===== src/rtl/mft_pkg.sv =====
// Shared types and constants for the multi-turn feedback tracker.
// Used by every module under rtl; depends on nothing.
package mft_pkg;

  localparam int unsigned NUM_SLOTS = 4;
  localparam int unsigned SLOT_W = 2;
  localparam int unsigned ID_W = 11;
  localparam int unsigned CFG_IDX_W = 2;
  localparam int unsigned TURNS_W = 32;
  localparam int unsigned DIST_W = 51;
  localparam int unsigned PAYLOAD_W = 64;
  localparam int unsigned COUNTS_PER_TURN_DEF = 8192;

  localparam logic [SLOT_W-1:0] YAW_SLOT = 2'd3;

  localparam logic [CFG_IDX_W-1:0] REG_ID_SLOT0 = 2'd0;
  localparam logic [CFG_IDX_W-1:0] REG_ID_SLOT1 = 2'd1;
  localparam logic [CFG_IDX_W-1:0] REG_ID_SLOT2 = 2'd2;
  localparam logic [CFG_IDX_W-1:0] REG_ID_YAW = 2'd3;

  localparam logic [ID_W-1:0] ID_SLOT0_RST = 11'd513;
  localparam logic [ID_W-1:0] ID_SLOT1_RST = 11'd514;
  localparam logic [ID_W-1:0] ID_SLOT2_RST = 11'd515;
  localparam logic [ID_W-1:0] ID_YAW_RST = 11'd517;

  typedef struct packed {
    logic [15:0] angle;
    logic [15:0] speed;
    logic [15:0] current;
    logic [7:0] temp;
    logic [TURNS_W-1:0] turns;
    logic [15:0] zero;
  } slot_entry_t;

  typedef struct packed {
    logic hit;
    logic zero_req;
    logic [SLOT_W-1:0] slot;
    logic [15:0] angle;
    logic [15:0] speed;
    logic [15:0] current;
    logic [7:0] temp;
  } lookup_t;

  typedef struct packed {
    logic hit;
    logic [SLOT_W-1:0] slot;
    slot_entry_t entry;
  } upd_t;

endpackage


===== src/rtl/mft_match.sv =====
// Identifier registers and slot lookup for incoming beats.
// Depends on mft_pkg.
module mft_match (
  input  logic                         clk_i,
  input  logic                         rst_ni,
  input  logic                         cfg_we_i,
  input  logic [mft_pkg::CFG_IDX_W-1:0] cfg_idx_i,
  input  logic [mft_pkg::ID_W-1:0]     cfg_wdata_i,
  input  logic                         req_type_i,
  input  logic                         first_bus_i,
  input  logic [mft_pkg::ID_W-1:0]     frame_id_i,
  input  logic [mft_pkg::PAYLOAD_W-1:0] payload_i,
  input  logic [mft_pkg::SLOT_W-1:0]   zero_slot_i,
  output mft_pkg::lookup_t             lookup_o
);

  logic [mft_pkg::ID_W-1:0] id_q [mft_pkg::NUM_SLOTS];

  always_ff @(posedge clk_i or negedge rst_ni) begin
    if (!rst_ni) begin
      id_q[0] <= mft_pkg::ID_SLOT0_RST;
      id_q[1] <= mft_pkg::ID_SLOT1_RST;
      id_q[2] <= mft_pkg::ID_SLOT2_RST;
      id_q[3] <= mft_pkg::ID_YAW_RST;
    end else if (cfg_we_i) begin
      unique case (cfg_idx_i)
        mft_pkg::REG_ID_SLOT0: id_q[0] <= cfg_wdata_i;
        mft_pkg::REG_ID_SLOT1: id_q[1] <= cfg_wdata_i;
        mft_pkg::REG_ID_SLOT2: id_q[2] <= cfg_wdata_i;
        mft_pkg::REG_ID_YAW:   id_q[3] <= cfg_wdata_i;
        default: ;
      endcase
    end
  end

  logic                        frame_hit;
  logic [mft_pkg::SLOT_W-1:0]  frame_slot;

  // lowest slot wins on duplicate identifiers
  always_comb begin
    frame_hit  = 1'b0;
    frame_slot = '0;
    for (int i = mft_pkg::NUM_SLOTS - 1; i >= 0; i--) begin
      if (id_q[i] == frame_id_i) begin
        frame_hit  = 1'b1;
        frame_slot = mft_pkg::SLOT_W'(i);
      end
    end
  end

  always_comb begin
    lookup_o.zero_req = req_type_i;
    lookup_o.hit      = req_type_i | (first_bus_i & frame_hit);
    lookup_o.slot     = req_type_i ? zero_slot_i : frame_slot;
    lookup_o.angle    = payload_i[63:48];
    lookup_o.speed    = payload_i[47:32];
    lookup_o.current  = payload_i[31:16];
    lookup_o.temp     = payload_i[15:8];
  end

endmodule


===== src/rtl/mft_slot_mem.sv =====
// Slot state memory with read-modify-write update, valid bits and forwarding.
// Depends on mft_pkg.
module mft_slot_mem #(
  parameter int unsigned COUNTS_PER_TURN = mft_pkg::COUNTS_PER_TURN_DEF
) (
  input  logic             clk_i,
  input  logic             rst_ni,
  input  logic             adv_i,
  input  logic             in_fire_i,
  input  mft_pkg::lookup_t lookup_i,
  output logic             upd_valid_o,
  output mft_pkg::upd_t    upd_o
);

  localparam logic signed [16:0] HALF = 17'(COUNTS_PER_TURN / 2);

  mft_pkg::slot_entry_t mem_q [mft_pkg::NUM_SLOTS];
  logic [mft_pkg::NUM_SLOTS-1:0] valid_q;

  logic                 s1_valid_q;
  mft_pkg::lookup_t     s1_q;
  mft_pkg::slot_entry_t rdata_q;
  logic                 rvalid_q;

  logic                       fwd_valid_q;
  logic [mft_pkg::SLOT_W-1:0] fwd_slot_q;
  mft_pkg::slot_entry_t       fwd_data_q;

  mft_pkg::slot_entry_t cur;
  mft_pkg::slot_entry_t nxt;
  logic signed [16:0]   diff;
  logic                 wr_en;

  always_comb begin
    if (fwd_valid_q && fwd_slot_q == s1_q.slot) begin
      cur = fwd_data_q;
    end else if (rvalid_q) begin
      cur = rdata_q;
    end else begin
      cur = '0;
    end
  end

  always_comb begin
    nxt  = cur;
    diff = $signed({1'b0, s1_q.angle}) - $signed({1'b0, cur.angle});
    if (s1_q.zero_req) begin
      nxt.zero = cur.angle;
      if ($signed({1'b0, cur.angle}) > HALF) begin
        nxt.turns = cur.turns + mft_pkg::TURNS_W'(1);
      end
    end else begin
      nxt.angle   = s1_q.angle;
      nxt.speed   = s1_q.speed;
      nxt.current = s1_q.current;
      nxt.temp    = s1_q.temp;
      if (s1_q.slot != mft_pkg::YAW_SLOT) begin
        if (diff > HALF) begin
          nxt.turns = cur.turns - mft_pkg::TURNS_W'(1);
        end else if (diff < -HALF) begin
          nxt.turns = cur.turns + mft_pkg::TURNS_W'(1);
        end
      end
    end
  end

  assign wr_en = s1_valid_q & s1_q.hit;

  always_ff @(posedge clk_i) begin
    if (adv_i) begin
      if (wr_en) begin
        mem_q[s1_q.slot] <= nxt;
      end
      rdata_q    <= mem_q[lookup_i.slot];
      s1_q       <= lookup_i;
      fwd_slot_q <= s1_q.slot;
      fwd_data_q <= nxt;
      upd_o.hit   <= s1_q.hit;
      upd_o.slot  <= s1_q.slot;
      upd_o.entry <= nxt;
    end
  end

  always_ff @(posedge clk_i or negedge rst_ni) begin
    if (!rst_ni) begin
      valid_q     <= '0;
      rvalid_q    <= 1'b0;
      s1_valid_q  <= 1'b0;
      fwd_valid_q <= 1'b0;
      upd_valid_o <= 1'b0;
    end else if (adv_i) begin
      if (wr_en) begin
        valid_q[s1_q.slot] <= 1'b1;
      end
      rvalid_q    <= valid_q[lookup_i.slot];
      s1_valid_q  <= in_fire_i;
      fwd_valid_q <= wr_en;
      upd_valid_o <= s1_valid_q;
    end
  end

endmodule


===== src/rtl/mft_dist.sv =====
// Distance pipeline (turns scale, offset, times ten) and the output register.
// Depends on mft_pkg.
module mft_dist #(
  parameter int unsigned COUNTS_PER_TURN = mft_pkg::COUNTS_PER_TURN_DEF
) (
  input  logic                              clk_i,
  input  logic                              rst_ni,
  input  logic                              adv_i,
  input  logic                              upd_valid_i,
  input  mft_pkg::upd_t                     upd_i,
  output logic                              out_valid_o,
  output logic                              matched_o,
  output logic [mft_pkg::SLOT_W-1:0]        slot_o,
  output logic [15:0]                       angle_o,
  output logic signed [15:0]                speed_o,
  output logic signed [15:0]                current_o,
  output logic [7:0]                        temperature_o,
  output logic signed [mft_pkg::TURNS_W-1:0] turns_o,
  output logic signed [mft_pkg::DIST_W-1:0] distance_o
);

  localparam int unsigned PROD_W = mft_pkg::TURNS_W + $clog2(COUNTS_PER_TURN + 1) + 1;
  localparam int unsigned SUM_W = PROD_W + 1;
  localparam int unsigned CALC_W =
    (SUM_W + 4 > mft_pkg::DIST_W) ? SUM_W + 4 : mft_pkg::DIST_W;
  localparam logic signed [PROD_W-1:0] CPT_S = PROD_W'(COUNTS_PER_TURN);

  logic signed [PROD_W-1:0] prod;
  logic signed [16:0]       adiff;

  always_comb begin
    prod  = PROD_W'($signed(upd_i.entry.turns)) * CPT_S;
    adiff = $signed({1'b0, upd_i.entry.angle}) - $signed({1'b0, upd_i.entry.zero});
  end

  logic                     s3_valid_q;
  mft_pkg::upd_t            s3_q;
  logic signed [PROD_W-1:0] s3_prod_q;
  logic signed [16:0]       s3_adiff_q;

  always_ff @(posedge clk_i) begin
    if (adv_i) begin
      s3_q       <= upd_i;
      s3_prod_q  <= prod;
      s3_adiff_q <= adiff;
    end
  end

  logic signed [SUM_W-1:0]  sum;
  logic signed [CALC_W-1:0] sum_ext;
  logic signed [CALC_W-1:0] dist_full;

  always_comb begin
    sum       = SUM_W'(s3_prod_q) + SUM_W'(s3_adiff_q);
    sum_ext   = CALC_W'(sum);
    dist_full = (sum_ext <<< 3) + (sum_ext <<< 1);
  end

  always_ff @(posedge clk_i) begin
    if (adv_i) begin
      if (s3_q.hit) begin
        matched_o     <= 1'b1;
        slot_o        <= s3_q.slot;
        angle_o       <= s3_q.entry.angle;
        speed_o       <= $signed(s3_q.entry.speed);
        current_o     <= $signed(s3_q.entry.current);
        temperature_o <= s3_q.entry.temp;
        turns_o       <= $signed(s3_q.entry.turns);
        distance_o    <= (s3_q.slot == mft_pkg::YAW_SLOT) ? '0
                                                          : dist_full[mft_pkg::DIST_W-1:0];
      end else begin
        matched_o     <= 1'b0;
        slot_o        <= '0;
        angle_o       <= '0;
        speed_o       <= '0;
        current_o     <= '0;
        temperature_o <= '0;
        turns_o       <= '0;
        distance_o    <= '0;
      end
    end
  end

  always_ff @(posedge clk_i or negedge rst_ni) begin
    if (!rst_ni) begin
      s3_valid_q  <= 1'b0;
      out_valid_o <= 1'b0;
    end else if (adv_i) begin
      s3_valid_q  <= upd_valid_i;
      out_valid_o <= s3_valid_q;
    end
  end

endmodule


===== src/rtl/motor_feedback_multiturn_tracker_core.sv =====
// Top level of the multi-turn feedback tracker: lookup, slot memory, distance.
// Depends on mft_pkg, mft_match, mft_slot_mem and mft_dist.
//
//   channel | dir | handshake               | beat
//   --------+-----+-------------------------+---------------------------------------
//   cfg     | in  | cfg_we_i                | cfg_idx_i, cfg_wdata_i
//   in      | in  | in_valid_i / in_ready_o | req_type, first_bus, frame_id, payload,
//           |     |                         | zero_slot
//   out     | out | out_valid_o/out_ready_i | matched, slot, angle, speed, current,
//           |     |                         | temperature, turns, distance
//
// One beat per cycle in, one per cycle out, while the output is not stalled.
// Pipeline: memory read, read-modify-write with forwarding, turns scale, times ten.
// Reset clears identifiers to defaults and slot valid bits; no clearing pass.
// A stalled output holds the whole pipeline; in_ready_o follows the output register.
module motor_feedback_multiturn_tracker_core #(
  parameter int unsigned COUNTS_PER_TURN = mft_pkg::COUNTS_PER_TURN_DEF
) (
  input  logic                               clk_i,
  input  logic                               rst_ni,
  input  logic                               cfg_we_i,
  input  logic [mft_pkg::CFG_IDX_W-1:0]      cfg_idx_i,
  input  logic [mft_pkg::ID_W-1:0]           cfg_wdata_i,
  input  logic                               in_valid_i,
  output logic                               in_ready_o,
  input  logic                               req_type_i,
  input  logic                               first_bus_i,
  input  logic [mft_pkg::ID_W-1:0]           frame_id_i,
  input  logic [mft_pkg::PAYLOAD_W-1:0]      payload_i,
  input  logic [mft_pkg::SLOT_W-1:0]         zero_slot_i,
  output logic                               out_valid_o,
  input  logic                               out_ready_i,
  output logic                               matched_o,
  output logic [mft_pkg::SLOT_W-1:0]         slot_o,
  output logic [15:0]                        angle_o,
  output logic signed [15:0]                 speed_o,
  output logic signed [15:0]                 current_o,
  output logic [7:0]                         temperature_o,
  output logic signed [mft_pkg::TURNS_W-1:0] turns_o,
  output logic signed [mft_pkg::DIST_W-1:0]  distance_o
);

  logic             adv;
  logic             in_fire;
  mft_pkg::lookup_t lookup;
  logic             upd_valid;
  mft_pkg::upd_t    upd;

  assign adv        = ~out_valid_o | out_ready_i;
  assign in_ready_o = adv;
  assign in_fire    = in_valid_i & adv;

  mft_match u_match (
    .clk_i       (clk_i),
    .rst_ni      (rst_ni),
    .cfg_we_i    (cfg_we_i),
    .cfg_idx_i   (cfg_idx_i),
    .cfg_wdata_i (cfg_wdata_i),
    .req_type_i  (req_type_i),
    .first_bus_i (first_bus_i),
    .frame_id_i  (frame_id_i),
    .payload_i   (payload_i),
    .zero_slot_i (zero_slot_i),
    .lookup_o    (lookup)
  );

  mft_slot_mem #(
    .COUNTS_PER_TURN (COUNTS_PER_TURN)
  ) u_slot_mem (
    .clk_i       (clk_i),
    .rst_ni      (rst_ni),
    .adv_i       (adv),
    .in_fire_i   (in_fire),
    .lookup_i    (lookup),
    .upd_valid_o (upd_valid),
    .upd_o       (upd)
  );

  mft_dist #(
    .COUNTS_PER_TURN (COUNTS_PER_TURN)
  ) u_dist (
    .clk_i         (clk_i),
    .rst_ni        (rst_ni),
    .adv_i         (adv),
    .upd_valid_i   (upd_valid),
    .upd_i         (upd),
    .out_valid_o   (out_valid_o),
    .matched_o     (matched_o),
    .slot_o        (slot_o),
    .angle_o       (angle_o),
    .speed_o       (speed_o),
    .current_o     (current_o),
    .temperature_o (temperature_o),
    .turns_o       (turns_o),
    .distance_o    (distance_o)
  );

endmodule


===== config.mk =====
export PLATFORM = sky130hd
export DESIGN_NAME = motor_feedback_multiturn_tracker_core
export DESIGN_NICKNAME = d
export VERILOG_FILES = /design/src/rtl/mft_pkg.sv /design/src/rtl/mft_match.sv /design/src/rtl/mft_slot_mem.sv /design/src/rtl/mft_dist.sv /design/src/rtl/motor_feedback_multiturn_tracker_core.sv
export SDC_FILE = /design/constraint.sdc
export NUM_CORES = 2
export LEC_CHECK = 0
export ABC_AREA = 1
export ABC_CLOCK_PERIOD_IN_PS = 54800
export BUFFER_PORTS_ARGS = -buffer_cell sky130_fd_sc_hd__buf_2
export CORE_AREA = 8 8 285 287
export DETAILED_ROUTE_END_ITERATION = 10
export DIE_AREA = 0 0 293 295
export HOLD_SLACK_MARGIN = 0.12
export PLACE_DENSITY = 0.79
export SYNTH_ARGS = -nofsm -noshare
export SYNTH_HDL_FRONTEND = slang
export SYNTH_SLANG_ARGS = --single-unit

===== constraint.sdc =====
create_clock -name clk_i -period 54.8 [get_ports clk_i]
set_input_delay 13.7 -clock clk_i [delete_from_list [all_inputs] [get_ports clk_i]]
set_output_delay 13.7 -clock clk_i [all_outputs]
set_load 0.02 [all_outputs]

Yosys cells after proc, flatten, opt, wreduce, memory -nomap -nowiden
Memories as Yosys holds them, arrays and structs flattened. A register that Yosys moved wholly into a read port is not among the register bits.
Cells that the tools add are included.
{ "classes": {"add_sub_neg": 6, "n_reduce_logical": 9, "n_mux": 26, "eq_ne": 10, "n_lt_le_gt_ge": 6, "n_bitwise": 8} }
{ "ops": {"columns": ["op", "count"], "rows": [
  ["two-way mux 104 bit", 2],
  ["two-way mux 32 bit", 5],
  ["two-way mux 56 bit", 1],
  ["adder 49 x 47 -> 50 bit", 1],
  ["adder 45 x 17 -> 46 bit", 1],
  ["== test 11 bit", 4],
  ["subtractor 16 x 16 -> 17 bit", 2],
  ["adder 32 x 1 -> 32 bit, second input constant", 1],
  ["subtractor 32 x 1 -> 32 bit, second input constant", 1],
  ["greater-than comparator 17 x 14 -> 1 bit, second input constant", 1],
  ["less-than comparator 17 x 13 -> 1 bit, second input constant", 1],
  ["greater-than comparator 16 x 13 -> 1 bit, second input constant", 1],
  ["two-way mux 16 bit", 1],
  ["two-way mux 1 bit", 10],
  ["two-way mux 2 bit", 5],
  ["AND reduction 2 bit", 5],
  ["== test 2 bit, second input constant", 3],
  ["less-than comparator 2 x 3 -> 1 bit, second input constant", 2],
  ["OR 4 bit", 1],
  ["AND 1 bit", 3],
  ["binary-select mux 1 bit (select 2 bit)", 1],
  ["demux 1 bit (select 2 bit)", 1],
  ["== test 2 x 1 -> 1 bit, second input constant", 1],
  ["== test 2 bit", 1],
  ["7 further kinds", 10]
]} }
{ "word_totals": {"ramBits": 416, "ff_bits": 503, "mem_count": 1, "out_inout_bits": 144} }
{ "memory_table": {"columns": ["memory", "words", "word_bits", "rd", "rd_ports_with_merged_regs", "wr", "line", "text"], "rows": [
  ["u_slot_mem.mem_q", 4, 104, 1, 1, 1, "mft_slot_mem.sv:17", "mft_pkg::slot_entry_t mem_q [mft_pkg::NUM_SLOTS];"]
]} }

Logic depth before layout (Yosys ltp)
{ "depth": {"depth_word": 9, "ltp_mapped": 34, "depth_no_buf": 31} }

Modules after synthesis
From an unflattened synthesis, not the netlist that was laid out.
{ "unflattened": {"cells_unflattened": 4410, "area_unflattened_um2": 46851.2} }
{ "by_module_without_submodules": {"columns": ["module", "cells_each", "n_inst", "area_each_um2"], "rows": [
  ["mft_slot_mem", 2633, 1, 30204.0],
  ["mft_dist", 1411, 1, 13805.7],
  ["mft_match", 362, 1, 2821.5],
  ["motor_feedback_multiturn_tracker_core", 4, 1, 20.0]
]} }

Least setup slack after synthesis
Ideal clock, no wire load.
{ "synth_path": {"path_type": "input to output", "start": "input out_ready_i", "end": "output in_ready_o", "arrival_ps": 24892, "cell_stages": 2, "required_ps": 41100, "setup_slack_ps": 16208, "cell_sequence": "inv_1 -> nand2_1"} }
{ "synth_between": {"elab_chain_len": 1} }
{ "synth_lines": {"columns": ["element", "line", "text"], "rows": [
  ["start: declaration", "motor_feedback_multiturn_tracker_core.sv:32", "input logic out_ready_i,"],
  ["OR 1 bit", "motor_feedback_multiturn_tracker_core.sv:49", "assign adv = ~out_valid_o | out_ready_i;"],
  ["end: declaration", "motor_feedback_multiturn_tracker_core.sv:25", "output logic in_ready_o,"]
]} }
No other way between the ends.

Final worst setup path
Same ends and word-level chain as after synthesis.

==> results.md <==
- Run status: finished clean
- Most frequent cells in the layout: edfxtp_1 (935), nand2_1 (713), nor2_1 (482)
- Num CTS Buffers: 100
- Most common cell after layout, fill and taps aside: edfxtp_1
- Reg2reg setup slack: about 48 ns
- Final ANT Viol Nets: 0
- Vias in the first global route: ~31000
- Number of flops mapped to enable cells by yosys: about 940
- Critical path's most frequent cell: buf_2
- RSZ-0062 raised after global routing: false
- Reg-to-Reg End: u_slot_mem.mem_q[2][29]
- Slowest-stage cell, CP: nand2_4
- Final Slew Violations: 0
- Initial antenna violation count: 2
- Pre-antenna DRT Iters: 9
- CTS tree: yes
- CTS clk-pin slew, worst paths: about 0.050 ns
- Synth Flop Type: edfxtp_1
- Initial DRC Count: 2715
- Die width: roughly 290 um
- Syn Area/Cell: 10.9 sq um
- Number of remaining DRC errors: 0
- DPL Wire Length: between 60000 and 70000 um
- Reg-to-Reg Start: u_slot_mem.s1_q[56]
- Layout Cells excl Fill: 5517
- Layout cells sized above 1: around 12%
- Worst-Margin Slew: 1.16 ns
- CTS root buffer: clkbuf_16
- Hold_buf cts: 0
- Setup violators final: 0
- Avg Vias per Cell: between 5 and 6
- Port buffer count: roughly 230
- Final core utilization: about two thirds
- Largest net degree at the start of global routing: around 110
- Crit path to: in_ready_o
- Tcrit/Tclk final: approximately 51%
- Skew-Pair Late Insertion Delay: between 0.6 and 0.7 ns
- Syn Inst Count: 4190
- Grt met1 use: between 30% and 40%
- Highest Clock Rate: ~0.035 GHz
- Initial Util: between 50% and 60%
- Cts repair resizes: 0
- Yosys reg bits: approximately 990
- Row count: between 100 and 150
- Overall Global Routing Usage: ~23%
- Core Area: approximately 0.077 sq mm
- Synthesized Nets: roughly 4400
- Setup TNS: 0 ns
- Worst Setup Start Kind: primary input
- Max-cap violations: 0
- R2R cell count: 28
- Grt met3 use: 3.21%
- Htree depth: 3
- Die ar.: 0.0864 sq mm
- Area growth syn-to-layout: 12.2%
- YS warnings: 0
- Layer with the highest usage: met2
- Skew final: approximately 0.047 ns
- Final net count: 4602
- # clock sinks: between 900 and 1000
- Via count: roughly 31000
- Register area share after synthesis: ~64%
- Max clock buf depth: 3
- FFs w/ async S/R, synth: under 10%
- Worst EP arrival: around 15 ns
- Hold Crit Class: register to register
- Drt wl/cell: between 15 and 20 um
- I/O Pins: about 240
- Worst-path maximum fanout: 35
- Routability cong.: around 0.96
- Worst setup startpoint: out_ready_i
- Final Hold Viols: 0
- First-pass GRT wire length: 162000 um
- Post-CTS setup repair buffer count: 0
- Crit path time final: 28.22 ns
- Max stage delay on crit path: about 0.4 ns
- Worst-path cell chain: buf_2 -> inv_1 -> nand2_4 -> buf_2
- Cell variety after synth: 62
- Worst slew margin: between 20 and 25%
- Global route total overflow: 0
- Die Ht: ~300 um
- Crit. End Element: output pin
- Dpl cells: about 5300
- Critical Path RT: between 40 and 50 ns
- Filler instances: 5557
- Mapped cell area: roughly 0.046 sq mm
- DRT Wirelength: 103000 um
- Met2 Track Usage GR: 39.8%
- Setup Crit Path Kind: primary input to output pin
-- cell usage after synthesis, drive strengths merged (35+ instances only) --
cell type,number,share of area [%]
nand3,239,2.7
nor2,494,4.1
o21ai,362,4.2
inv,418,3.4
ha,108,3.0
o32ai,104,2.0
a21oi,208,2.3
clkbuf,135,1.1
buf,35,0.47
nor3,36,0.51
nand2,724,6.0
edfxtp,935,61
xor2,134,2.6
dfrtp,44,2.4
a31oi,59,0.81
-- metrics by stage --
| step | instance area [sq um] | setup slack, ns | hold slack, ns |
|---|---|---|---|
| 6_report | 51300 | 26.58 | 0.417 |
| 5_1_grt | 51300 | 26.51 | 0.423 |
| 4_1_cts | 51300 | 26.55 | 0.418 |
| 3_5_place_dp | 47800 | 26.55 | 0.430 |
| 3_3_place_gp | 47800 | 26.55 | 0.402 |
| 2_1_floorplan | 45700 | 16.21 | 0.400 |
-- area by class of cell --
cell class              count  area, sq um  share of cell area, %
repair buffers            271         1460                   2.84
multi-input cells        2613        14000                   27.4
clock inverters            67          895                   1.74
clock buffers             118         2580                   5.03
diodes                      1         2.50                0.00488
well taps                1040         1300                   2.54
flip-flops and latches    989        29400                   57.4
inverters                 418         1570                   3.07
-- worst max-delay path, delay by kind of cell --
family	cells	cell delay, ns
AND/OR/NAND/NOR	1	0.41
buffers and inverters	3	0.40
-- state kept, by name, summed over array words and instances, names as in the netlist, 17 cells and up --
| signal | flops |
|---|---|
| u_dist.distance_o | 49 |
| u_dist.s3_adiff_q | 17 |
| u_dist.s3_q | 91 |
| u_dist.turns_o | 32 |
| u_match.id_q | 44 |
| u_slot_mem.mem_q | 416 |
| u_slot_mem.rdata_q | 104 |
| u_slot_mem.s1_q | 60 |
| u_slot_mem.upd_o | 107 |
-- cell families (layout without fill, tap and decap cells) --
logic type	count (synthesis)	after routing	synth area share, %
simple gates	1576	1576	14.5
buf+inv	588	874	5.02
compound gates	773	773	10.0
xor+xnor	149	149	2.86
other cells	1	2	0.00821
flops	989	989	64.4
mux	2	2	0.0493
fa+ha+maj	112	112	3.13
-- per-layer routing --
metal	vias up	wire length, um
met5	-	0
met4	0	3000
met3	185	7260
met2	1137	49800
met1	14900	42500
li1	15100	-
-- worst min-delay path by stage --
stage                                      from               end  cells past startpoint
after global placement    u_slot_mem.upd_o[106]  u_dist.s3_q[106]                      0
after global routing      u_slot_mem.upd_o[106]  u_dist.s3_q[106]                      0
after CTS                 u_slot_mem.upd_o[106]  u_dist.s3_q[106]                      0
after detailed placement  u_slot_mem.upd_o[106]  u_dist.s3_q[106]                      0
after floorplan           u_slot_mem.upd_o[106]  u_dist.s3_q[106]                      0
final                     u_slot_mem.upd_o[106]  u_dist.s3_q[106]                      0
Power is left out: the tool's default activity adds up to more than one toggle a clock period on the data nets, which glitch-free logic cannot reach.
